==> config.mk <==
export PLATFORM = sky130hd
export DESIGN_NAME = tccs_queue
export DESIGN_NICKNAME = d
export VERILOG_FILES = /design/src/design/assert_macros.svh /design/src/design/tccs_pkg.sv /design/src/design/tccs_queue.sv
export SDC_FILE = /design/constraint.sdc
export NUM_CORES = 1
export LEC_CHECK = 0
export BUFFER_PORTS_ARGS = -buffer_cell sky130_fd_sc_hd__clkbuf_2
export CAP_MARGIN = 10
export CORE_MARGIN = 2
export CORE_UTILIZATION = 52
export CTS_CLUSTER_DIAMETER = 100
export DETAILED_ROUTE_END_ITERATION = 10
export GPL_ROUTABILITY_DRIVEN = 0
export PLACE_DENSITY = 0.75
export SYNTH_ARGS = -nofsm -noshare
export SYNTH_HDL_FRONTEND = slang
export SYNTH_SLANG_ARGS = --single-unit
==> constraint.sdc <==
create_clock -name i_clk -period 6.7 [get_ports i_clk]
set_input_delay 1.34 -clock i_clk [delete_from_list [all_inputs] [get_ports i_clk]]
set_output_delay 1.34 -clock i_clk [all_outputs]
set_load 0.02 [all_outputs]
==> src/design/assert_macros.svh <==
// assertion macros used by the console top level
// expects i_clk and i_rst_n in the scope where a macro is used
`ifndef ASSERT_MACROS_SVH
`define ASSERT_MACROS_SVH

// expression must hold at every clock edge outside reset
`define ASSERT_ALWAYS(label, expr, msg) \
    label: assert property (@(posedge i_clk) disable iff (!i_rst_n) (expr)) \
        else $error(msg);

// consequent must hold in the same cycle as the antecedent
`define ASSERT_IMPLY(label, ante, cons, msg) \
    label: assert property (@(posedge i_clk) disable iff (!i_rst_n) (ante) |-> (cons)) \
        else $error(msg);

// consequent must hold in the cycle after the antecedent
`define ASSERT_NEXT(label, ante, cons, msg) \
    label: assert property (@(posedge i_clk) disable iff (!i_rst_n) (ante) |=> (cons)) \
        else $error(msg);

`endif

==> src/design/tccs_pkg.sv <==
// shared types and constants for the text console
// used by the front end, queue, back end and top level; no dependencies
package tccs_pkg;

    // field widths of the ports
    localparam int OP_W       = 2;
    localparam int CP_W       = 21;
    localparam int RSEL_W     = 5;
    localparam int CSEL_W     = 7;
    localparam int CHAR_W     = 8;
    localparam int COLOR_W    = 32;
    localparam int CUR_COL_W  = 7;
    localparam int CUR_ROW_W  = 5;
    localparam int CFG_IDX_W  = 2;
    localparam int CFG_DATA_W = 32;

    // row and column fields in a command, wide enough for the largest grid
    localparam int ROW_AW = 6;
    localparam int COL_AW = 8;

    // one cell in memory: character, foreground, background
    localparam int CELL_W = CHAR_W + 2 * COLOR_W;

    localparam int QUEUE_DEPTH = 2;

    // register reset values
    localparam logic [5:0]         ROWS_RESET = 6'd26;
    localparam logic [7:0]         COLS_RESET = 8'd68;
    localparam logic [COLOR_W-1:0] TEXT_RESET = 32'h00FF_00FF;
    localparam logic [COLOR_W-1:0] BACK_RESET = 32'h0000_0000;

    // special characters
    localparam logic [CP_W-1:0]   CP_TAB    = 21'd9;
    localparam logic [CP_W-1:0]   CP_RETURN = 21'd13;
    localparam logic [CHAR_W-1:0] CH_SPACE  = 8'd32;

    typedef enum logic [OP_W-1:0] {
        OP_PUT   = 2'd0,
        OP_WRITE = 2'd1,
        OP_CLEAR = 2'd2,
        OP_READ  = 2'd3
    } t_op;

    typedef enum logic [CFG_IDX_W-1:0] {
        REG_ROWS = 2'd0,
        REG_COLS = 2'd1,
        REG_TEXT = 2'd2,
        REG_BACK = 2'd3
    } t_reg;

    // grid-wide work that follows a request
    typedef enum logic [1:0] {
        SW_NONE   = 2'd0,
        SW_SCROLL = 2'd1,
        SW_CLEAR  = 2'd2
    } t_sweep;

    // back end sequencer states
    typedef enum logic [2:0] {
        BS_INIT  = 3'd0,
        BS_IDLE  = 3'd1,
        BS_COPY  = 3'd2,
        BS_ZERO  = 3'd3,
        BS_CLEAR = 3'd4,
        BS_DONE  = 3'd5
    } t_bstate;

    // classified request passed from front end to back end
    typedef struct packed {
        logic                 wr;
        logic                 rd;
        t_sweep               sweep;
        logic [ROW_AW-1:0]    row;
        logic [COL_AW-1:0]    col;
        logic [CHAR_W-1:0]    ch;
        logic [COLOR_W-1:0]   fore;
        logic [COLOR_W-1:0]   back;
        logic [CUR_COL_W-1:0] cur_col;
        logic [CUR_ROW_W-1:0] cur_row;
    } t_cmd;

    typedef struct packed {
        logic full;
        logic empty;
    } t_q_stat;

    typedef struct packed {
        logic init_done;
        logic pop;
    } t_back_stat;

endpackage

==> src/design/tccs_queue.sv <==
// short command queue between front end and back end
// uses tccs_pkg for the command type and depth
module tccs_queue import tccs_pkg::*; (
    input  logic    i_clk,
    input  logic    i_rst_n,
    input  logic    i_push,
    input  t_cmd    i_cmd,
    input  logic    i_pop,
    output t_cmd    o_head,
    output t_q_stat o_stat
);

    localparam int IW = (QUEUE_DEPTH > 1) ? $clog2(QUEUE_DEPTH) : 1;
    localparam int CW = $clog2(QUEUE_DEPTH + 1);

    t_cmd          r_mem [QUEUE_DEPTH];
    logic [IW-1:0] r_rd, r_wr;
    logic [CW-1:0] r_cnt;

    assign o_head       = r_mem[r_rd];
    assign o_stat.full  = (r_cnt == CW'(QUEUE_DEPTH));
    assign o_stat.empty = (r_cnt == '0);

    // entry storage
    always_ff @(posedge i_clk) begin
        if (i_push) begin
            r_mem[r_wr] <= i_cmd;
        end
    end

    // pointers and fill count
    always_ff @(posedge i_clk) begin
        if (!i_rst_n) begin
            r_rd  <= '0;
            r_wr  <= '0;
            r_cnt <= '0;
        end else begin
            if (i_push) begin
                r_wr <= (r_wr == IW'(QUEUE_DEPTH - 1)) ? '0 : r_wr + IW'(1);
            end
            if (i_pop) begin
                r_rd <= (r_rd == IW'(QUEUE_DEPTH - 1)) ? '0 : r_rd + IW'(1);
            end
            unique case ({i_push, i_pop})
                2'b10:   r_cnt <= r_cnt + CW'(1);
                2'b01:   r_cnt <= r_cnt - CW'(1);
                default: r_cnt <= r_cnt;
            endcase
        end
    end

endmodule

==> results of run 1 <==
placed cells by master, fill, tap and decap left out, types with 2 or more instances in the layout:
cell and count:
sky130_fd_sc_hd__buf_4 4, sky130_fd_sc_hd__and2_1 3, sky130_fd_sc_hd__clkbuf_1 3, sky130_fd_sc_hd__dfxtp_1 4, sky130_fd_sc_hd__clkbuf_2 209, sky130_fd_sc_hd__clkinv_1 7
sky130_fd_sc_hd__xnor2_1 2, sky130_fd_sc_hd__mux2_2 102, sky130_fd_sc_hd__edfxtp_1 204, sky130_fd_sc_hd__clkinv_2 4, sky130_fd_sc_hd__clkbuf_16 21
state kept, by name (all words and copies together) (netlist names), named ones only:
name / flops
r_cnt: 2
r_mem: 204
r_rd: 1
r_wr: 1
power by group:
part,internal [mW],switching (mW),total (mW)
clock,0.611,0.447,1.06
sequential,1.51,0.0237,1.54
combinational,0.134,0.192,0.327
total,2.26,0.663,2.92
area by class of cell:
| cell class | instances | area, µm² | area share (%) |
|---|---|---|---|
| timing repair buffer | 213 | 1076 | 11.41 |
| tap | 184 | 230.2 | 2.441 |
| inverter | 1 | 3.754 | 0.03979 |
| sequential | 209 | 6230 | 66.04 |
| clock buffer | 24 | 536.8 | 5.690 |
| multi-input combinational | 118 | 1271 | 13.48 |
| clock inverter | 13 | 85.08 | 0.9020 |
synthesized netlist by cell type:
cell	count	share of area, %
sky130_fd_sc_hd__xnor2_1	2	0.23
sky130_fd_sc_hd__nor2_1	2	0.099
sky130_fd_sc_hd__mux2_2	102	15
sky130_fd_sc_hd__xor2_1	1	0.12
sky130_fd_sc_hd__nor2b_1	1	0.083
sky130_fd_sc_hd__and2_1	4	0.33
sky130_fd_sc_hd__ha_1	1	0.17
sky130_fd_sc_hd__and2b_2	1	0.12
sky130_fd_sc_hd__buf_2	3	0.20
sky130_fd_sc_hd__o21a_1	1	0.099
sky130_fd_sc_hd__dfxtp_1	5	1.3
sky130_fd_sc_hd__inv_1	1	0.050
sky130_fd_sc_hd__o21ai_0	1	0.066
sky130_fd_sc_hd__edfxtp_1	204	81
sky130_fd_sc_hd__or3_1	1	0.083
sky130_fd_sc_hd__a21boi_1	1	0.099
sky130_fd_sc_hd__buf_4	8	0.79
critical path, delay by kind of cell (launching register included):
kind                   cells  cell delay (ns)
muxes                      1             0.44
buffers and inverters      2             0.90
DFF                        1             0.62
kinds of logic after synthesis:
kind of cell / Yosys count / share of synthesized area, %
buf+inv: 12 / 1.042
compound gates: 3 / 0.2646
flops: 209 / 82.29
fa+ha+maj: 1 / 0.1653
xor+xnor: 3 / 0.3473
mux: 102 / 15.18
simple gates: 9 / 0.7112
per-layer routing:
layer	up-vias	part of all wire, %	wire (µm)	global-route usage [%]
met1	1830	40	5288	21.28
met4	0	2.6	342	5.750
li1	1804	-	-	-
met2	161	48	6415	27.03
met3	33	9.1	1213	5.971
met5	-	0	0	0
path summary, 6_finish.rpt:
check                 from           end  slack (ns)
setup / recovery      flop    o_head[83]        2.81
hold reg to reg   r_cnt[1]      r_cnt[1]        0.50
hold / removal    r_cnt[1]      r_cnt[1]        0.50
setup reg to reg      r_wr  r_mem[1][35]        4.58
==> results.rst, run 1 <==
.. list-table::
   :header-rows: 1

   * - Metric
     - Value
   * - P&R area growth vs syn
     - 24.67%
   * - Synthesized instance count
     - 339
   * - Depth of the worst register-to-register path
     - 2
   * - Starting utilization of the core area
     - 52.66%
   * - # hold bufs at CTS
     - 0
   * - Maximum root-to-sink buffer count
     - 3
   * - Nets@finish
     - 671
   * - Avg WL per Cell
     - 17.40 µm
   * - Via count of the first global-routing pass
     - 4,017
   * - Slowest-stage cell, CP
     - sky130_fd_sc_hd__buf_4
   * - Crit Path Max Fanout
     - 69
   * - Minimum period implied by the final worst setup slack
     - 3.890 ns
   * - Final routed DRC violation total
     - 0
   * - Clock buffer count from CTS
     - 21
   * - RSZ-0062 raised after global routing
     - no
   * - Number of antenna violations at the first check in global routing
     - 0
   * - Sum of net half-perimeters after detailed placement
     - 8656 µm
   * - Synth Net Count
     - 446
   * - Number of maximum-capacitance violations
     - 0
   * - DP Cell Count
     - 725
   * - Worst path cell trace
     - buf_4 > mux2_2 > clkbuf_2
   * - Yosys warnings
     - 0
   * - Final antenna-violating net count
     - 0
   * - Largest incremental delay on the critical path
     - 0.74 ns
   * - Pre-Repair DR Iteration Count
     - 4
   * - Slew of the pin with the lowest slew margin
     - 0.8963 ns
   * - Power per unit of standard cell area
     - 309.5 nW/µm²
   * - Height of the chip
     - 124.6 µm
   * - Element type at the critical path end
     - output pin
   * - Post-route core utilization
     - 65.65%
   * - Data arrival time of the worst path
     - 2.55 ns
   * - Worst-path clk slew
     - 0.06 ns
   * - Final Non-Filler Cells
     - 762
   * - Max-slew violations
     - 0
   * - Leakage component of the power
     - 3.587 nW
   * - Total Routed Length
     - 13,260 µm
   * - Core footprint
     - 14,370 µm²
   * - Setup Buffers After CTS
     - 0
   * - Die span in x
     - 124.6 µm
   * - Count of instances resized after the clock tree is built
     - 0
   * - Total cell area at the placement stage
     - 8811 µm²
   * - Port bufs
     - 209
   * - Maximum number of pins on one net before global-route repair
     - 70
   * - Area of the mapped netlist
     - 7566 µm²
   * - Slew headroom
     - 40.25%
   * - Highest ir drop seen on vdd
     - 0.2353 mV
   * - Required time reported for the critical path endpoint
     - 5.36 ns
   * - Crit Path Category
     - reg2out
   * - Maximum achievable frequency
     - 257.1 MHz
   * - CTS H-Tree Depth
     - 1
   * - Clock root buffer master
     - sky130_fd_sc_hd__clkbuf_16
   * - Result of the run
     - finished, final reports clean
   * - DRT iter0 DRCs
     - 233
   * - Wire length of the first global-routing pass
     - 20,700 µm
   * - Avg Cell Area, Syn
     - 22.32 µm²
   * - Clk Latency, worst-skew pair
     - 0.48 ns
   * - Fraction of the cycle the final worst path needs
     - 58.05%
   * - Floorplan die area
     - 15,530 µm²
   * - Filler instances
     - 959
   * - Sum of negative setup slack
     - 0 ns
   * - Overall overflow remaining after global route
     - 0
   * - Total power consumption of the routed design
     - 2.920 mW
   * - Vias after detailed routing
     - 3,828
   * - Netlist cell types
     - 17
   * - Clock net sink count
     - 209
   * - Placement-stage worst setup slack
     - 3.278 ns
   * - Number of register bits inferred by synthesis
     - 209
   * - Avg Vias per Cell
     - 5.024
   * - Post-layout worst setup margin
     - 2.810 ns
   * - Sequential-to-total area share from yosys stat
     - 82.29%
   * - Gr usage total
     - 16.76%
   * - Min-Delay Path Depth
     - 2
   * - Standard-cell rows
     - 44
   * - Final hold violation count
     - 0
   * - TritonCTS clock tree
     - done
   * - Min-Delay Path Class
     - reg2reg
   * - Layout cells sized above 1
     - 59.86%
   * - Final setup viols
     - 0
   * - Startpoint type of the worst setup path
     - flop
   * - Antenna diode count
     - 0
   * - Worst hold slack
     - 0.4971 ns
   * - Number of top-level design ports
     - 210
   * - Cell area after layout
     - 9433 µm²
   * - Clock Skews
     - 0.008754 ns
Note: power is estimated with default switching activity, not from simulation.
==> inputs of run 2 (changes only) <==
==> constraint.sdc (replaced) <==
create_clock -name i_clk -period 3.7 [get_ports i_clk]
set_input_delay 0.74 -clock i_clk [delete_from_list [all_inputs] [get_ports i_clk]]
set_output_delay 0.74 -clock i_clk [all_outputs]
set_load 0.02 [all_outputs]
==> run 2 against run 1 <==
Power rose by 87%. Combinational power rose by 82%. Design area rose by 1.3%. Clock skew rose by 0.00061 ns. Via count rose by 0.24%. Sequential power rose by 81%. Count of clock-buffer cells in the layout rose by 6. Die area did not move. Worst hold slack got worse by 0.052 ns. Core utilization rose by 0.84 points. Critical path depth did not move. First-iteration DRC count fell by 6.9%. Critical path type unchanged.
==> results.rst, run 2 (synthesized netlist as in run 1, its figures left out) <==
.. list-table::
   :header-rows: 1

   * - Metric
     - Value
   * - Result of the run
     - finished, final reports clean
   * - DRT iter0 DRCs
     - 217 (-6.9%)
   * - Port bufs
     - 209 (unchanged)
   * - Post-route core utilization
     - 66.49% (+0.84 points)
   * - Clock buffer count from CTS
     - 22 (+4.8%)
   * - Avg Vias per Cell
     - 5.016 (-0.16%)
   * - Die span in x
     - 124.6 µm (unchanged)
   * - Wl on met1
     - 5088 µm (-3.8%)
   * - Height of the chip
     - 124.6 µm (unchanged)
   * - Placement-stage worst setup slack
     - 1.261 ns (-2.017 ns)
   * - Required time reported for the critical path endpoint
     - 2.96 ns (-2.40 ns)
   * - Crit Path Category
     - reg2out
   * - RSZ-0062 raised after global routing
     - no
   * - Nets@finish
     - 673 (+0.30%)
   * - Count of instances resized after the clock tree is built
     - 0 (unchanged)
   * - Startpoint type of the worst setup path
     - flop
   * - Number of antenna violations at the first check in global routing
     - 0 (unchanged)
   * - Total cell area at the placement stage
     - 8856 µm² (+0.51%)
   * - Maximum achievable frequency
     - 343.1 MHz
   * - Setup Buffers After CTS
     - 0 (unchanged)
   * - Biggest regs
     - r_mem: 204 flops, r_cnt: 2 flops
   * - Routed length on met2
     - 6687 µm (+4.2%)
   * - Worst path cell trace
     - buf_12 > mux2_2 > clkbuf_2
   * - Maximum number of pins on one net before global-route repair
     - 82 (+17%)
   * - Via count of the first global-routing pass
     - 4,281 (+6.6%)
   * - Number of maximum-capacitance violations
     - 0 (unchanged)
   * - Leakage component of the power
     - 3.631 nW (+1.2%)
   * - Worst hold slack
     - 0.4453 ns (-0.05187 ns)
   * - Data arrival time of the worst path
     - 2.17 ns (-0.38 ns)
   * - Net Switching
     - 1.208 mW (+82%)
   * - Final hold violation count
     - 0 (unchanged)
   * - Max-slew violations
     - 0 (unchanged)
   * - Crit Path Max Fanout
     - 61 (-12%)
   * - Clock Skews
     - 0.009369 ns (+0.0006148 ns)
   * - Highest ir drop seen on vdd
     - 0.4550 mV (+93%)
   * - Clk Latency, worst-skew pair
     - 0.48 ns (about the same)
   * - Total power consumption of the routed design
     - 5.472 mW (+87%)
   * - Number of flip-flops in the largest register
     - 204 (unchanged)
   * - Total Routed Length
     - 13,240 µm (-0.12%)
   * - Final setup viols
     - 0 (unchanged)
   * - TritonCTS clock tree
     - done
   * - Power per unit of standard cell area
     - 572.7 nW/µm² (+85%)
   * - Met3 layer wire length in the routed design
     - 1113 µm (-8.2%)
   * - Standard-cell rows
     - 44 (unchanged)
   * - Overall overflow remaining after global route
     - 0 (unchanged)
   * - Worst-path clk slew
     - 0.06 ns (about the same)
   * - Top layer reached by signal wires
     - met4
   * - Clock net sink count
     - 209 (unchanged)
   * - Logic pwr share
     - 10.9% (-0.3 points)
   * - Post-layout worst setup margin
     - 0.7855 ns (-2.025 ns)
   * - Antenna diode count
     - 0 (unchanged)
   * - Clock root buffer master
     - sky130_fd_sc_hd__clkbuf_16
   * - Slew of the pin with the lowest slew margin
     - 0.7394 ns (-0.1569 ns)
   * - Number of top-level design ports
     - 210 (unchanged)
   * - Sum of negative setup slack
     - 0 ns (unchanged)
   * - Final Non-Filler Cells
     - 765 (+0.39%)
   * - Most common cell after layout, fill and taps aside
     - sky130_fd_sc_hd__clkbuf_2
   * - Final routed DRC violation total
     - 0 (unchanged)
   * - Fraction of the cycle the final worst path needs
     - 78.77%
   * - Most frequent cells in the layout
     - sky130_fd_sc_hd__clkbuf_2, sky130_fd_sc_hd__edfxtp_1, sky130_fd_sc_hd__mux2_2
   * - Maximum root-to-sink buffer count
     - 3 (unchanged)
   * - CTS H-Tree Depth
     - 1 (unchanged)
   * - Top Family by Delay on Critical Path
     - flip-flops
   * - Slew headroom
     - 50.71% (+10 points)
   * - Core footprint
     - 14,370 µm² (unchanged)
   * - Slowest-stage cell, CP
     - sky130_fd_sc_hd__dfxtp_4
   * - Sequential fraction of design power
     - 50.8% (-1.8 points)
   * - Vias after detailed routing
     - 3,837 (+0.24%)
   * - Clock share of power
     - 38.3% (+2.1 points)
   * - Starting utilization of the core area
     - 52.66% (unchanged)
   * - Cell area after layout
     - 9554 µm² (+1.3%)
   * - Number of buffers and inverters on the critical path
     - 2 (unchanged)
   * - Final antenna-violating net count
     - 0 (unchanged)
   * - Most flop-heavy register
     - r_mem
   * - DP Cell Count
     - 726 (+0.14%)
   * - Floorplan die area
     - 15,530 µm² (unchanged)
   * - Layout cells sized above 1
     - 59.90% (about the same)
   * - Net Sw Frac
     - 22.08% (-0.63 points)
   * - Wire length of the first global-routing pass
     - 21,050 µm (+1.7%)
   * - Avg WL per Cell
     - 17.31 µm (-0.51%)
   * - Cell-internal power
     - 4.264 mW (+89%)
   * - Minimum period implied by the final worst setup slack
     - 2.914 ns
   * - Min-Delay Path Class
     - in2reg
   * - P&R area growth vs syn
     - 26.28%
   * - # hold bufs at CTS
     - 0 (unchanged)
   * - Largest incremental delay on the critical path
     - 0.70 ns (-0.04 ns)
   * - Gr usage total
     - 17.04% (+0.28 points)
   * - Pre-Repair DR Iteration Count
     - 4 (unchanged)
   * - Sum of net half-perimeters after detailed placement
     - 8649 µm (about the same)
   * - Element type at the critical path end
     - output pin
-- run 2: changes by cell type in the layout (fill, tap and decap cells not counted), sizes merged --
cell	change
clkbuf	+6
clkinv	-6
buf	+1
bufinv	+1
clkinvlp	+1
-- run 2: final timing paths --
check	startpoint	slack (ns)	endpoint	cells past startpoint
min reg2reg	r_cnt[1]	0.52	r_cnt[1]	2
min	i_cmd[11]	0.45	r_mem[1][11]	1
max reg2reg	r_wr	1.98	r_mem[1][40]	2
max	flop	0.79	o_head[3]	3
-- run 2: layout make-up --
type | instances | area, µm²
clock buffer | 30 | 601.8
timing repair buffer | 214 | 1121
sequential | 209 | 6230
multi-input combinational | 118 | 1271
fill | 978 | 4815
tap | 184 | 230.2
inverter | 1 | 3.754
clock inverter | 9 | 96.34
-- run 2: layer usage --
| metal | vias to the layer above | global-route usage [%] |
|---|---|---|
| met5 | - | 0 |
| met4 | 0 | 5.750 |
| met3 | 29 | 5.326 |
| met2 | 146 | 29.99 |
| met1 | 1863 | 19.82 |
| li1 | 1799 | - |
-- run 2: power groups by stage --
stage | combinational, mW | sequential (mW) | clock (mW)
2_1_floorplan | 0.397 | 2.81 | 0
4_1_cts | 0.607 | 2.78 | 2.15
3_3_place_gp | 0.594 | 2.83 | 0
6_report | 0.596 | 2.78 | 2.09
5_1_grt | 0.641 | 2.79 | 2.24
3_5_place_dp | 0.604 | 2.83 | 0
