File: src/design/assert_macros.svh
// assertion macros used by the console top level
// expects i_clk and i_rst_n in the scope where a macro is used
`ifndef ASSERT_MACROS_SVH
`define ASSERT_MACROS_SVH

// expression must hold at every clock edge outside reset
`define ASSERT_ALWAYS(label, expr, msg) \
    label: assert property (@(posedge i_clk) disable iff (!i_rst_n) (expr)) \
        else $error(msg);

// consequent must hold in the same cycle as the antecedent
`define ASSERT_IMPLY(label, ante, cons, msg) \
    label: assert property (@(posedge i_clk) disable iff (!i_rst_n) (ante) |-> (cons)) \
        else $error(msg);

// consequent must hold in the cycle after the antecedent
`define ASSERT_NEXT(label, ante, cons, msg) \
    label: assert property (@(posedge i_clk) disable iff (!i_rst_n) (ante) |=> (cons)) \
        else $error(msg);

`endif

File: src/design/tccs_pkg.sv
// shared types and constants for the text console
// used by the front end, queue, back end and top level; no dependencies
package tccs_pkg;

    // field widths of the ports
    localparam int OP_W       = 2;
    localparam int CP_W       = 21;
    localparam int RSEL_W     = 5;
    localparam int CSEL_W     = 7;
    localparam int CHAR_W     = 8;
    localparam int COLOR_W    = 32;
    localparam int CUR_COL_W  = 7;
    localparam int CUR_ROW_W  = 5;
    localparam int CFG_IDX_W  = 2;
    localparam int CFG_DATA_W = 32;

    // row and column fields in a command, wide enough for the largest grid
    localparam int ROW_AW = 6;
    localparam int COL_AW = 8;

    // one cell in memory: character, foreground, background
    localparam int CELL_W = CHAR_W + 2 * COLOR_W;

    localparam int QUEUE_DEPTH = 2;

    // register reset values
    localparam logic [5:0]         ROWS_RESET = 6'd26;
    localparam logic [7:0]         COLS_RESET = 8'd68;
    localparam logic [COLOR_W-1:0] TEXT_RESET = 32'h00FF_00FF;
    localparam logic [COLOR_W-1:0] BACK_RESET = 32'h0000_0000;

    // special characters
    localparam logic [CP_W-1:0]   CP_TAB    = 21'd9;
    localparam logic [CP_W-1:0]   CP_RETURN = 21'd13;
    localparam logic [CHAR_W-1:0] CH_SPACE  = 8'd32;

    typedef enum logic [OP_W-1:0] {
        OP_PUT   = 2'd0,
        OP_WRITE = 2'd1,
        OP_CLEAR = 2'd2,
        OP_READ  = 2'd3
    } t_op;

    typedef enum logic [CFG_IDX_W-1:0] {
        REG_ROWS = 2'd0,
        REG_COLS = 2'd1,
        REG_TEXT = 2'd2,
        REG_BACK = 2'd3
    } t_reg;

    // grid-wide work that follows a request
    typedef enum logic [1:0] {
        SW_NONE   = 2'd0,
        SW_SCROLL = 2'd1,
        SW_CLEAR  = 2'd2
    } t_sweep;

    // back end sequencer states
    typedef enum logic [2:0] {
        BS_INIT  = 3'd0,
        BS_IDLE  = 3'd1,
        BS_COPY  = 3'd2,
        BS_ZERO  = 3'd3,
        BS_CLEAR = 3'd4,
        BS_DONE  = 3'd5
    } t_bstate;

    // classified request passed from front end to back end
    typedef struct packed {
        logic                 wr;
        logic                 rd;
        t_sweep               sweep;
        logic [ROW_AW-1:0]    row;
        logic [COL_AW-1:0]    col;
        logic [CHAR_W-1:0]    ch;
        logic [COLOR_W-1:0]   fore;
        logic [COLOR_W-1:0]   back;
        logic [CUR_COL_W-1:0] cur_col;
        logic [CUR_ROW_W-1:0] cur_row;
    } t_cmd;

    typedef struct packed {
        logic full;
        logic empty;
    } t_q_stat;

    typedef struct packed {
        logic init_done;
        logic pop;
    } t_back_stat;

endpackage

File: src/design/tccs_front.sv
// front end: accepts requests, tracks the cursor and classifies each request
// into a command for the back end; uses tccs_pkg
module tccs_front import tccs_pkg::*; #(
    parameter int MAX_ROWS = 32,
    parameter int MAX_COLS = 128,
    localparam int RCW = $clog2(MAX_ROWS + 1),
    localparam int CCW = $clog2(MAX_COLS + 1)
) (
    input  logic               i_clk,
    input  logic               i_rst_n,
    input  logic               i_valid,
    output logic               o_ready,
    input  logic [OP_W-1:0]    i_opcode,
    input  logic [CP_W-1:0]    i_code_point,
    input  logic [RSEL_W-1:0]  i_row_sel,
    input  logic [CSEL_W-1:0]  i_col_sel,
    input  logic [RCW-1:0]     i_rows,
    input  logic [CCW-1:0]     i_cols,
    input  logic [COLOR_W-1:0] i_text_color,
    input  logic [COLOR_W-1:0] i_back_color,
    input  t_q_stat            i_q_stat,
    input  logic               i_init_done,
    output logic               o_push,
    output t_cmd               o_cmd
);

    localparam int RW  = $clog2(MAX_ROWS);
    localparam int XW  = $clog2(MAX_COLS);
    localparam int XTW = $clog2(MAX_COLS + 4);
    localparam int RST_ROWS = (int'(ROWS_RESET) > MAX_ROWS) ? MAX_ROWS : int'(ROWS_RESET);
    localparam logic [RW-1:0] RST_Y = RW'(RST_ROWS - 1);

    logic [XW-1:0]     r_cur_x, n_x;
    logic [RW-1:0]     r_cur_y, n_y;
    logic [XTW-1:0]    x_ext, tab_sum, tab_x, inc_x, adv_x;
    logic              wrap, cur_in, sel_in;
    logic [CHAR_W-1:0] ch;
    logic [31:0]       cx, cy;
    t_cmd              cmd;

    // accept only after the grid is cleared and while the queue has room
    assign o_ready = !i_q_stat.full && i_init_done;
    assign o_push  = i_valid && o_ready;
    assign o_cmd   = cmd;

    // cursor update and command classification
    always_comb begin
        n_x     = r_cur_x;
        n_y     = r_cur_y;
        cmd     = '0;
        wrap    = 1'b0;
        x_ext   = XTW'(r_cur_x);
        tab_sum = x_ext + XTW'(3);
        tab_x   = {tab_sum[XTW-1:2], 2'b00};
        inc_x   = x_ext + XTW'(1);
        adv_x   = inc_x;
        cur_in  = (32'(r_cur_y) < 32'(i_rows)) && (32'(r_cur_x) < 32'(i_cols));
        sel_in  = (32'(i_row_sel) < 32'(i_rows)) && (32'(i_col_sel) < 32'(i_cols));
        ch      = (i_code_point[CHAR_W-1:0] == CH_SPACE) ? '0 : i_code_point[CHAR_W-1:0];

        cmd.ch   = ch;
        cmd.fore = i_text_color;
        cmd.back = i_back_color;

        unique case (t_op'(i_opcode))
            OP_PUT: begin
                cmd.row = ROW_AW'(r_cur_y);
                cmd.col = COL_AW'(r_cur_x);
                priority if (i_code_point == CP_TAB) begin
                    adv_x = tab_x;
                    wrap  = (tab_x >= XTW'(i_cols));
                end else if (i_code_point == CP_RETURN) begin
                    wrap = 1'b1;
                end else begin
                    cmd.wr = cur_in;
                    wrap   = (inc_x >= XTW'(i_cols));
                end
                // wrap moves down a row, or scrolls from the bottom row
                if (wrap) begin
                    n_x = '0;
                    if (r_cur_y == '0) begin
                        cmd.sweep = SW_SCROLL;
                    end else begin
                        n_y = r_cur_y - RW'(1);
                    end
                end else begin
                    n_x = adv_x[XW-1:0];
                end
            end
            OP_WRITE: begin
                cmd.row = ROW_AW'(i_row_sel);
                cmd.col = COL_AW'(i_col_sel);
                cmd.wr  = sel_in;
            end
            OP_CLEAR: begin
                cmd.sweep = SW_CLEAR;
                n_x       = '0;
                n_y       = RW'(i_rows - RCW'(1));
            end
            OP_READ: begin
                cmd.row = ROW_AW'(i_row_sel);
                cmd.col = COL_AW'(i_col_sel);
                cmd.rd  = sel_in;
            end
        endcase

        // reported cursor is masked to the port widths
        cx          = 32'(n_x);
        cy          = 32'(n_y);
        cmd.cur_col = cx[CUR_COL_W-1:0];
        cmd.cur_row = cy[CUR_ROW_W-1:0];
    end

    // cursor registers
    always_ff @(posedge i_clk) begin
        if (!i_rst_n) begin
            r_cur_x <= '0;
            r_cur_y <= RST_Y;
        end else if (o_push) begin
            r_cur_x <= n_x;
            r_cur_y <= n_y;
        end
    end

endmodule

File: config.mk
export PLATFORM = sky130hd
export DESIGN_NAME = tccs_front
export DESIGN_NICKNAME = d
export VERILOG_FILES = /design/src/design/assert_macros.svh /design/src/design/tccs_pkg.sv /design/src/design/tccs_front.sv
export SDC_FILE = /design/constraint.sdc
export NUM_CORES = 1
export LEC_CHECK = 0
export BUFFER_PORTS_ARGS = -buffer_cell sky130_fd_sc_hd__buf_2
export CAP_MARGIN = 20
export CORE_AREA = 2 2 88 90
export DETAILED_ROUTE_END_ITERATION = 16
export DIE_AREA = 0 0 90 92
export PLACE_DENSITY = 0.85
export SETUP_SLACK_MARGIN = 0.02
export SYNTH_ARGS = -nofsm -noshare
export SYNTH_HDL_FRONTEND = slang
export SYNTH_SLANG_ARGS = --single-unit
export TNS_END_PERCENT = 50
File: constraint.sdc
create_clock -name i_clk -period 7.65 [get_ports i_clk]
set_clock_uncertainty 0.1 [all_clocks]
set_input_delay 1.53 -clock i_clk [delete_from_list [all_inputs] [get_ports i_clk]]
set_output_delay 1.53 -clock i_clk [all_outputs]
set_load 0.02 [all_outputs]
==> impl_metrics.py, run 1 <==
metrics = {
    "sta": {
        "rsz0062_at_grt": "false",
        "max_freq_mhz": 179,
        "tns_ns": 0,
        "min_period_ns": 5.59,
        "slew_violations": 0,
        "holdWs_ns": 0.485,
        "finalCritPeriodShare": 0.731,
        "finalSetupViolations": 0,
        "max_slew_margin": 0.506,
        "tightestPinTransition_ns": 0.741,
        "finalHoldViolCount": 0,
    },
    "routing": {
        "drc": 0,
        "num_vias": 2651,
        "dr.pass1.iters": 4,
        "antenna_left": 0,
        "wl_um": 7650,
        "wl_per_cell_um": 15.5,
        "dr.first_iter.drc_count": 211,
        "routed_via_density": 5.37,
    },
    "yosys": {
        "ys_ff_latch": 12,
        "ys.flop_type": "dfxtp_1",
        "synth_cell_types": 56,
        "synth-async-reset-ratio": 0,
        "synth_edf_count": 0,
        "synth_cells": 385,
        "synth.avg_cell_area_sq_um": 7.17,
        "synth-seq-area-share": 0.0870,
        "syn_area_sq_mm": 0.00276,
        "ys_warn_count": 0,
    },
    "power_and_ir_drop": {
        "p_switching_mw": 0.0823,
        "power.density_mw_per_mm2": 77.7,
        "combinationalPowerShare": 0.435,
        "swShare": 0.379,
        "irDropWorstVdd_mv": 0.0476,
        "clockPowerShare": 0.266,
        "power_leakage_nw": 1.38,
        "seqPwrFrac": 0.300,
        "internal_power_mw": 0.135,
    },
    "grt": {
        "grt_usage": 0.179,
        "grt_max_degree": 43,
        "antenna_found_initial": 0,
        "grt_overflow": 0,
        "grt_first_pass_wirelength_um": 12400,
        "grt_pass1_vias": 2674,
    },
    "clock_network": {
        "cts.clk_slew.worst_paths_ns": 0.05,
        "cts_buffers": 3,
        "worstSkewPairLatency_ns": 0.25,
        "cts_buffer_depth": 2,
        "post_cts_resized": 0,
        "cts_sinks": 12,
        "root_buffer": "clkbuf_8",
        "post_cts_buffers": 0,
        "cts_tree": "yes",
        "htreeDepth": 1,
        "hold_buffers": 0,
    },
    "worst_setup_path": {
        "path_max_fanout": 7,
        "worstSetupPathType": "in -> out",
        "critPathSlowestCell": "o21ai_0",
        "r2r.worst_path.cells": 12,
        "ff2ff_setup_slack_ns": 4.21,
        "critPathMaxStageDelay_ns": 0.53,
        "worst_setup_path_end_kind": "output port",
        "cp.arrival_ns": 3.96,
        "start_kind": "primary input",
        "reg2reg_to": "r_cur_y[1]",
        "critPathMostFrequentCell": "buf_2",
        "required_ns": 6.02,
        "rr_startpoint": "r_cur_x[0]",
        "path_cells": "buf_2 > inv_1 > ha_1 > nor4bb_1 > a211oi_1 > o21ai_0 > nor2_2 > nor3_2 > a31oi_1 > o22a_1 > buf_2",
    },
    "final_layout": {
        "num-fill-cells": 809,
        "seq_area_sq_um": 240,
        "area_growth_pct": 1.31,
        "drive_gt1_frac": 0.268,
        "diodes": 0,
        "utilization": 0.376,
        "nNetsFinal": 552,
        "multi_input_area_sq_mm": 0.00185,
    },
    "die": {
        "dieHeight_um": 92,
        "ios": 223,
        "die_w_um": 90,
        "core_sq_mm": 0.00745,
        "die_area_sq_mm": 0.00828,
        "core.rowCount": 32,
        "initial_utilization": 0.371,
    },
    "worst_hold_path": {
        "hold_class": "reg -> reg",
        "holdPathStages": 2,
        "min_to": "r_cur_y[4]",
        "worstHoldStart": "r_cur_y[4]",
    },
    "run_status": {
        "status": "completed",
    },
    "placed_design": {
        "port_buffers": 91,
        "dp_hpwl_um": 6240,
        "gp_congestion": 0.843,
    },
    "job": {
        "maxCapViolations": 0,
    },
}
## cells in the mapped netlist, drive strengths merged, types with 6 or more instances
cell type / number / area share
dfxtp: 12 / 0.087
nand2: 46 / 0.063
nor3: 6 / 0.013
nor2: 19 / 0.027
a21oi: 12 / 0.022
xnor2: 12 / 0.038
nand4: 7 / 0.016
nand3: 10 / 0.018
o21ai: 27 / 0.053
inv: 23 / 0.031
buf: 70 / 0.19
clkbuf: 17 / 0.023
ha: 39 / 0.18
o31ai: 8 / 0.024
## registers in the layout, summed over array words and instances (netlist names)
| register | count |
|---|---|
| r_cur_x | 7 |
| r_cur_y | 5 |
## power by group through the flow
stage / registers (mW) / logic [mW] / clock network [mW]
2_1_floorplan: 0.0656 / 0.108 / 0
3_3_place_gp: 0.0662 / 0.0907 / 0
3_5_place_dp: 0.0663 / 0.0938 / 0
4_1_cts: 0.0651 / 0.0944 / 0.0587
5_1_grt: 0.0652 / 0.104 / 0.0609
6_report: 0.0652 / 0.0945 / 0.0577
## cell families (layout without fill, tap and decap cells)
logic type | Yosys count | in the layout | share of synthesized area
fa+ha+maj | 40 | 40 | 0.180
mux | 6 | 6 | 0.0231
compound gates | 84 | 84 | 0.206
flops | 12 | 12 | 0.0870
xor+xnor | 15 | 15 | 0.0476
other cells | 1 | 2 | 0.00136
simple gates | 116 | 116 | 0.209
buf+inv | 111 | 117 | 0.246
## area by class of cell
cell class	instances	share of cell area
multi-input combinational	263	0.660
tap	102	0.0456
timing repair buffer	91	0.163
sequential	12	0.0859
clock buffer	3	0.0148
inverter	23	0.0309
## metrics by stage
stage | worst slack (ns) | power (mW) | cells | instance area (sq um)
2_1_floorplan | 2.44 | 0.173 | 386 | 2760
3_5_place_dp | 2.10 | 0.160 | 491 | 2760
4_1_cts | 2.09 | 0.218 | 494 | 2800
3_3_place_gp | 2.18 | 0.157 | 491 | 2760
5_1_grt | 1.91 | 0.230 | 494 | 2800
6_report | 2.06 | 0.217 | 494 | 2800
## routing by layer
layer | up-vias | global-route usage | routed length (um)
li1 | 1291 | - | -
met1 | 1202 | 0.209 | 3130
met2 | 132 | 0.312 | 3650
met3 | 26 | 0.0403 | 622
met4 | 0 | 0.0859 | 250
met5 | - | 0 | 0
## critical path: cells and delay by family
family                   cells  cell delay, ns
AND/OR/NAND/NOR              3            0.84
AO/OA/AOI/OAI                4            0.97
adder cells (fa/ha/maj)      1            0.30
buffers and inverters        3            0.30
## placed cells by master, fill, tap and decap left out, types with 4 or more instances in the layout
cell type,netlist,final
o31ai_1,7,7
ha_1,39,39
nand3_1,10,10
nand2_1,46,46
a22o_1,5,5
a21o_1,5,5
nor3_1,5,5
nand4_1,7,7
xnor2_1,12,12
buf_2,0,91
o21ai_0,26,26
inv_1,23,23
a21oi_1,12,12
dfxtp_1,12,12
nor2b_1,5,5
nor2_1,18,18
a21boi_0,4,4
## worst max-delay path by stage
stage	depth (start not counted)	start	slack [ns]	endpoint
6_report	11	i_cols[3]	2.06	o_cmd[1]
5_1_grt	11	i_cols[3]	1.91	o_cmd[1]
4_1_cts	11	i_cols[3]	2.09	o_cmd[1]
3_5_place_dp	11	i_cols[3]	2.10	o_cmd[1]
3_3_place_gp	11	i_cols[3]	2.18	o_cmd[1]
2_1_floorplan	9	i_cols[3]	2.44	o_cmd[3]
Power figures use the tool's default switching activity.
==> inputs of run 2 (changes only) <==
CORE_AREA = 2 2 86 88   (was 2 2 88 90)
DIE_AREA = 0 0 88 90   (was 0 0 90 92)
PLACE_DENSITY = 0.88   (was 0.85)
clock period = 5.6 ns   (was 7.65 ns; I/O delays follow)
==> run 2 against run 1 <==
  * Sequential share of layout area about the same
  * Core utilization increased by 2.4 points
  * Via count increased by 0.26%
  * Sequential cell count unchanged
  * Global-route usage increased by 0.28 points
==> impl_metrics.py, run 2 (synthesized netlist as in run 1, its figures left out) <==
metrics = {
    "die": {
        "initial_utilization": 0.393,
        "core.rowCount": 31,
        "ios": 223,
        "dieHeight_um": 90,
        "die_area_sq_mm": 0.00792,
        "core_sq_mm": 0.00702,
        "die_w_um": 88,
    },
    "worst_setup_path": {
        "required_ns": 4.38,
        "cp-startpoint": "r_cur_x[0]",
        "cp.arrival_ns": 3.65,
        "worstSetupPathType": "reg -> out",
        "rr_startpoint": "r_cur_x[0]",
        "start_kind": "flop",
        "path_max_fanout": 13,
        "worst_setup_path_end_kind": "output port",
    },
    "final_layout": {
        "diodes": 0,
        "layout_common_cells": "91 x buf_2, 46 x nand2_1, 39 x ha_1, 26 x o21ai_0, 23 x inv_1",
        "top_register": "r_cur_x",
        "largest_registers": "r_cur_x: 7 flops, r_cur_y: 5 flops",
        "area_growth_pct": 1.68,
        "utilization": 0.400,
        "final_common_cell": "buf_2",
        "final_area_sq_mm": 0.00281,
        "nNetsFinal": 552,
        "largest_register_ffs": 7,
        "drive_gt1_frac": 0.270,
    },
    "sta": {
        "rsz0062_at_grt": "false",
        "finalSetupViolations": 0,
        "min_period_ns": 4.87,
        "tightestPinTransition_ns": 0.698,
        "finalCritPeriodShare": 0.870,
        "max_slew_margin": 0.535,
        "tns_ns": 0,
        "finalHoldViolCount": 0,
        "holdWs_ns": 0.497,
        "max_freq_mhz": 205,
        "slew_violations": 0,
    },
    "clock_network": {
        "cts_sinks": 12,
        "worstSkewPairLatency_ns": 0.24,
        "cts.clk_slew.worst_paths_ns": 0.06,
        "cts_buffer_depth": 2,
        "cts_tree": "yes",
        "post_cts_buffers": 0,
        "htreeDepth": 1,
        "cts_buffers": 3,
        "hold_buffers": 0,
        "post_cts_resized": 0,
        "root_buffer": "clkbuf_8",
    },
    "routing": {
        "wl_met1_um": 2910,
        "dr.first_iter.drc_count": 156,
        "num_vias": 2658,
        "wl_per_cell_um": 15.2,
        "routed_via_density": 5.40,
        "wl_um": 7460,
        "wl_met3_um": 558,
        "drc": 0,
        "top_layer": "met4",
        "dr.pass1.iters": 4,
        "met2_length_um": 3730,
        "antenna_left": 0,
    },
    "grt": {
        "grt_pass1_vias": 2683,
        "grt_usage": 0.182,
        "grt_first_pass_wirelength_um": 11900,
        "grt_overflow": 0,
        "grt_max_degree": 43,
        "antenna_found_initial": 0,
    },
    "placed_design": {
        "dp_hpwl_um": 6120,
        "port_buffers": 91,
        "placed_area_sq_mm": 0.00275,
        "gp_congestion": 0.869,
    },
    "worst_hold_path": {
        "worstHoldStart": "r_cur_y[4]",
        "hold_class": "reg -> reg",
    },
    "power_and_ir_drop": {
        "power_leakage_nw": 1.39,
        "power.density_mw_per_mm2": 111,
        "irDropWorstVdd_mv": 0.0586,
        "total_power_mw": 0.312,
    },
    "job": {
        "maxCapViolations": 0,
    },
    "run_status": {
        "status": "completed",
    },
}
==> run 2: cell count changes in the layout (fill, tap and decap cells not counted), sizes merged <==
cell	change
clkbuf	+1
==> run 2: per-stage QoR <==
step	setup slack (ns)	cells
floorplan	1.21	386
global route	0.503	492
finish	0.728	492
detailed placement	0.834	488
global placement	0.940	488
CTS	0.782	492
==> run 2: final timing paths <==
kind	to	slack [ns]	cells past startpoint
min	r_cur_y[4]	0.50	2
max	o_cmd[2]	0.73	12
min reg2reg	r_cur_y[4]	0.50	2
max reg2reg	r_cur_y[2]	2.14	11
==> run 2: worst max-delay path, stage by stage, from the launching register on <==
cell	delay [ns]
dfxtp_1	0.57
inv_1	0.15
ha_1	0.28
xnor2_1	0.16
ha_1	0.29
nor4bb_1	0.21
a211oi_1	0.08
o21ai_0	0.54
nor2_2	0.12
nor3_2	0.47
nand4b_1	0.19
nand3_1	0.16
buf_2	0.18
==> run 2: layout make-up <==
cell class,count,area [sq um]
Sequential cell,12,240
Tap cell,99,124
Inverter,23,86.3
Timing Repair Buffer,91,455
Clock buffer,4,55.1
Fill cell,743,4210
Multi-Input combinational cell,263,1850
==> run 2: per-layer routing <==
metal	track usage	vias to the layer above
met2	0.316	118
met3	0.0340	36
li1	-	1290
met5	0	-
met4	0.0974	0
met1	0.205	1214
==> run 2: where the power goes <==
part / total, mW / leakage, nW / internal, mW / switching (mW)
Combinational: 0.128 / 1.26 / 0.0503 / 0.0780
Clock: 0.0946 / 0.0288 / 0.0621 / 0.0325
Sequential: 0.0888 / 0.0970 / 0.0866 / 0.00225
==> inputs of run 3 (changes only) <==
ABC_AREA = 1   (was default)
CORE_AREA = 2 2 88 90   (was 2 2 86 88)
DIE_AREA = 0 0 90 92   (was 0 0 88 90)
PLACE_DENSITY = 0.87   (was 0.88)
==> run 3 against run 2 <==
  * Core utilization shrank 0.31 points
  * Critical path depth rose by 3
  * Worst hold slack worse by 0.021 ns
  * Global-route usage decreased by 0.11 points
  * Setup slack improved by 0.79 ns
  * Critical path type unchanged
  * Largest cell class unchanged
  * Highest routed layer unchanged
==> impl_metrics.py, run 3 <==
metrics = {
    "yosys": {
        "synth.avg_cell_area_sq_um": 6.24,
        "synth_cell_types": 41,
        "synth-seq-area-share": 0.0826,
        "synth_edf_count": 0,
        "yosys.area.top_type_share": 0.173,
        "synth-async-reset-ratio": 0,
        "synth_cells": 466,
        "yosysMostFrequentCell": "nand2_1",
        "synthTopCellsByArea": "buf_4 17%, ha_1 17%, nand2_1 12%",
        "synthTopCellsByCount": "90 x nand2_1, 67 x buf_4, 67 x inv_1",
        "ys_ff_latch": 12,
        "syn_area_sq_mm": 0.00291,
        "yosys.area.top_type": "buf_4",
        "ys_warn_count": 0,
        "ys.flop_type": "dfxtp_1",
    },
    "sta": {
        "finalCritPeriodShare": 0.729,
        "finalHoldViolCount": 0,
        "tns_ns": 0,
        "tightestPinTransition_ns": 0.599,
        "min_period_ns": 4.08,
        "finalSetupViolations": 0,
        "max_freq_mhz": 245,
        "max_slew_margin": 0.600,
        "slew_violations": 0,
        "rsz0062_at_grt": "false",
    },
    "power_and_ir_drop": {
        "internal_power_mw": 0.206,
        "clockPowerShare": 0.212,
        "irDropWorstVdd_mv": 0.0611,
        "swShare": 0.431,
        "power.density_mw_per_mm2": 122,
        "power_leakage_nw": 1.79,
        "seqPwrFrac": 0.272,
        "combinationalPowerShare": 0.516,
        "p_switching_mw": 0.156,
    },
    "worst_setup_path": {
        "critPathSlowestCell": "dfxtp_1",
        "worst_setup_path_end_kind": "output port",
        "required_ns": 4.38,
        "r2r.worst_path.cells": 17,
        "worstSetupPathType": "reg -> out",
        "path_cells": "inv_1 > ha_1 > inv_1 > nand3_1 > xor2_1 > inv_1 > ha_1 > nand2_1 > nor2_1 > a21oi_2 > nand2_4 > nand2_4 > nand3_2 > o21ai_0 > buf_2",
        "critPathMaxStageDelay_ns": 0.43,
        "critPathMostFrequentCell": "inv_1",
        "crit_family": "simple AND/OR/NAND/NOR gates",
        "cp.arrival_ns": 2.86,
        "path_buf_inv": 4,
        "crit_cells": 15,
        "path_max_fanout": 11,
        "start_kind": "flop",
    },
    "die": {
        "core_sq_mm": 0.00745,
        "core.rowCount": 32,
        "ios": 223,
        "dieHeight_um": 92,
        "die_w_um": 90,
        "die_area_sq_mm": 0.00828,
        "initial_utilization": 0.391,
    },
    "clock_network": {
        "post_cts_resized": 0,
        "htreeDepth": 1,
        "worstSkewPairLatency_ns": 0.24,
        "cts.clk_slew.worst_paths_ns": 0.05,
        "cts_buffer_depth": 2,
        "root_buffer": "clkbuf_8",
        "cts_buffers": 3,
        "post_cts_buffers": 0,
        "cts_sinks": 12,
        "hold_buffers": 0,
        "cts_tree": "yes",
    },
    "worst_hold_path": {
        "hold_class": "reg -> reg",
        "holdPathStages": 2,
    },
    "final_layout": {
        "num-fill-cells": 801,
        "top_register": "r_cur_x",
        "layout_common_cells": "91 x buf_2, 90 x nand2_1, 67 x inv_1, 39 x ha_1, 33 x nor2_1",
        "finalNonFillerCells": 580,
        "area_growth_pct": 1.55,
        "largest_registers": "r_cur_x: 7 flops, r_cur_y: 5 flops",
        "nNetsFinal": 638,
        "final_common_cell": "buf_2",
        "drive_gt1_frac": 0.241,
        "diodes": 0,
        "final_area_sq_mm": 0.00295,
        "largest_register_ffs": 7,
    },
    "routing": {
        "wl_per_cell_um": 13.3,
        "routed_via_density": 5.08,
        "drc": 0,
        "wl_um": 7720,
        "num_vias": 2945,
        "dr.pass1.iters": 5,
        "dr.first_iter.drc_count": 183,
        "antenna_left": 0,
    },
    "job": {
        "maxCapViolations": 0,
    },
    "grt": {
        "grt_pass1_vias": 2805,
        "grt_first_pass_wirelength_um": 12600,
        "grt_usage": 0.181,
        "antenna_found_initial": 0,
        "grt_max_degree": 25,
        "grt_overflow": 0,
    },
    "run_status": {
        "status": "completed",
    },
    "placed_design": {
        "gp_congestion": 0.903,
        "place_inst": 577,
        "port_buffers": 91,
        "dp_hpwl_um": 6430,
        "placed_area_sq_mm": 0.00291,
    },
}
[run 3: cell count changes after synthesis, sizes merged, moves of 5 or more]
cell    previous run  this run
a21oi             12        30
xnor2             12         1
a22o               5         0
nand2             46        96
inv               23        68
nand3             10        30
nor2b              5         0
clkbuf            17        12
o31ai              8         1
nor2              19        35
[run 3: routing by layer]
metal	vias up	GRT usage	wire, um
met3	35	0.0477	636
li1	1457	-	-
met2	159	0.316	3630
met1	1294	0.204	3160
met4	0	0.0885	291
met5	-	0	0
[run 3: through the flow]
stage / worst slack [ns] / hold slack [ns] / total power, mW / utilization
2_1_floorplan: 1.86 / 0.390 / 0.289 / -
3_3_place_gp: 1.61 / 0.447 / 0.278 / 0.391
3_5_place_dp: 1.56 / 0.465 / 0.285 / 0.391
4_1_cts: 1.53 / 0.476 / 0.362 / 0.397
5_1_grt: 1.30 / 0.518 / 0.391 / 0.397
6_report: 1.52 / 0.476 / 0.361 / 0.397
[run 3: power by group through the flow]
stage	clock [mW]	combinational, mW	sequential, mW
floorplan	0	0.193	0.0960
global placement	0	0.178	0.0992
detailed placement	0	0.185	0.0995
CTS	0.0782	0.186	0.0978
global route	0.0831	0.209	0.0990
finish	0.0767	0.186	0.0982
[run 3: logic make-up (layout without fill, tap and decap cells)]
group                    Yosys count  count (layout)  synth area share
other                              1               2           0.00129
AO/OA/AOI/OAI                     70              70             0.134
XOR/XNOR                           8               8            0.0241
AND/OR/NAND/NOR                  184             184             0.301
flip-flops                        12              12            0.0826
adder cells (fa/ha/maj)           39              39             0.168
buffers and inverters            152             163             0.289
[run 3: layout make-up]
type                       instances  area (sq um)  area share
multi-input combinational        303          1830       0.620
inverter                          69           259      0.0877
tap                              102           128      0.0432
sequential                        12           240      0.0813
timing repair buffer              91           455       0.154
clock buffer                       3          41.3      0.0140
[run 3: worst paths after layout]
path / startpoint / endpoint / slack [ns]
max reg2reg: r_cur_x[0] / r_cur_y[3] / 2.84
min reg2reg: r_cur_y[4] / r_cur_y[4] / 0.48
min: r_cur_y[4] / r_cur_y[4] / 0.48
max: r_cur_x[0] / o_cmd[8] / 1.52
[run 3: worst reg2reg max path, stage by stage (launching register included)]
cell and delay (ns):
dfxtp_1 0.43, inv_1 0.16, ha_1 0.26, inv_1 0.09
nand3_1 0.09, xor2_1 0.20, inv_1 0.09, ha_1 0.27
nand2_1 0.06, nor2_1 0.05, a21oi_2 0.19, nand2_4 0.11
nand2_4 0.19, nand2_1 0.08, nand3_1 0.07, nand2_1 0.08
nand2_1 0.06, nand2_1 0.05
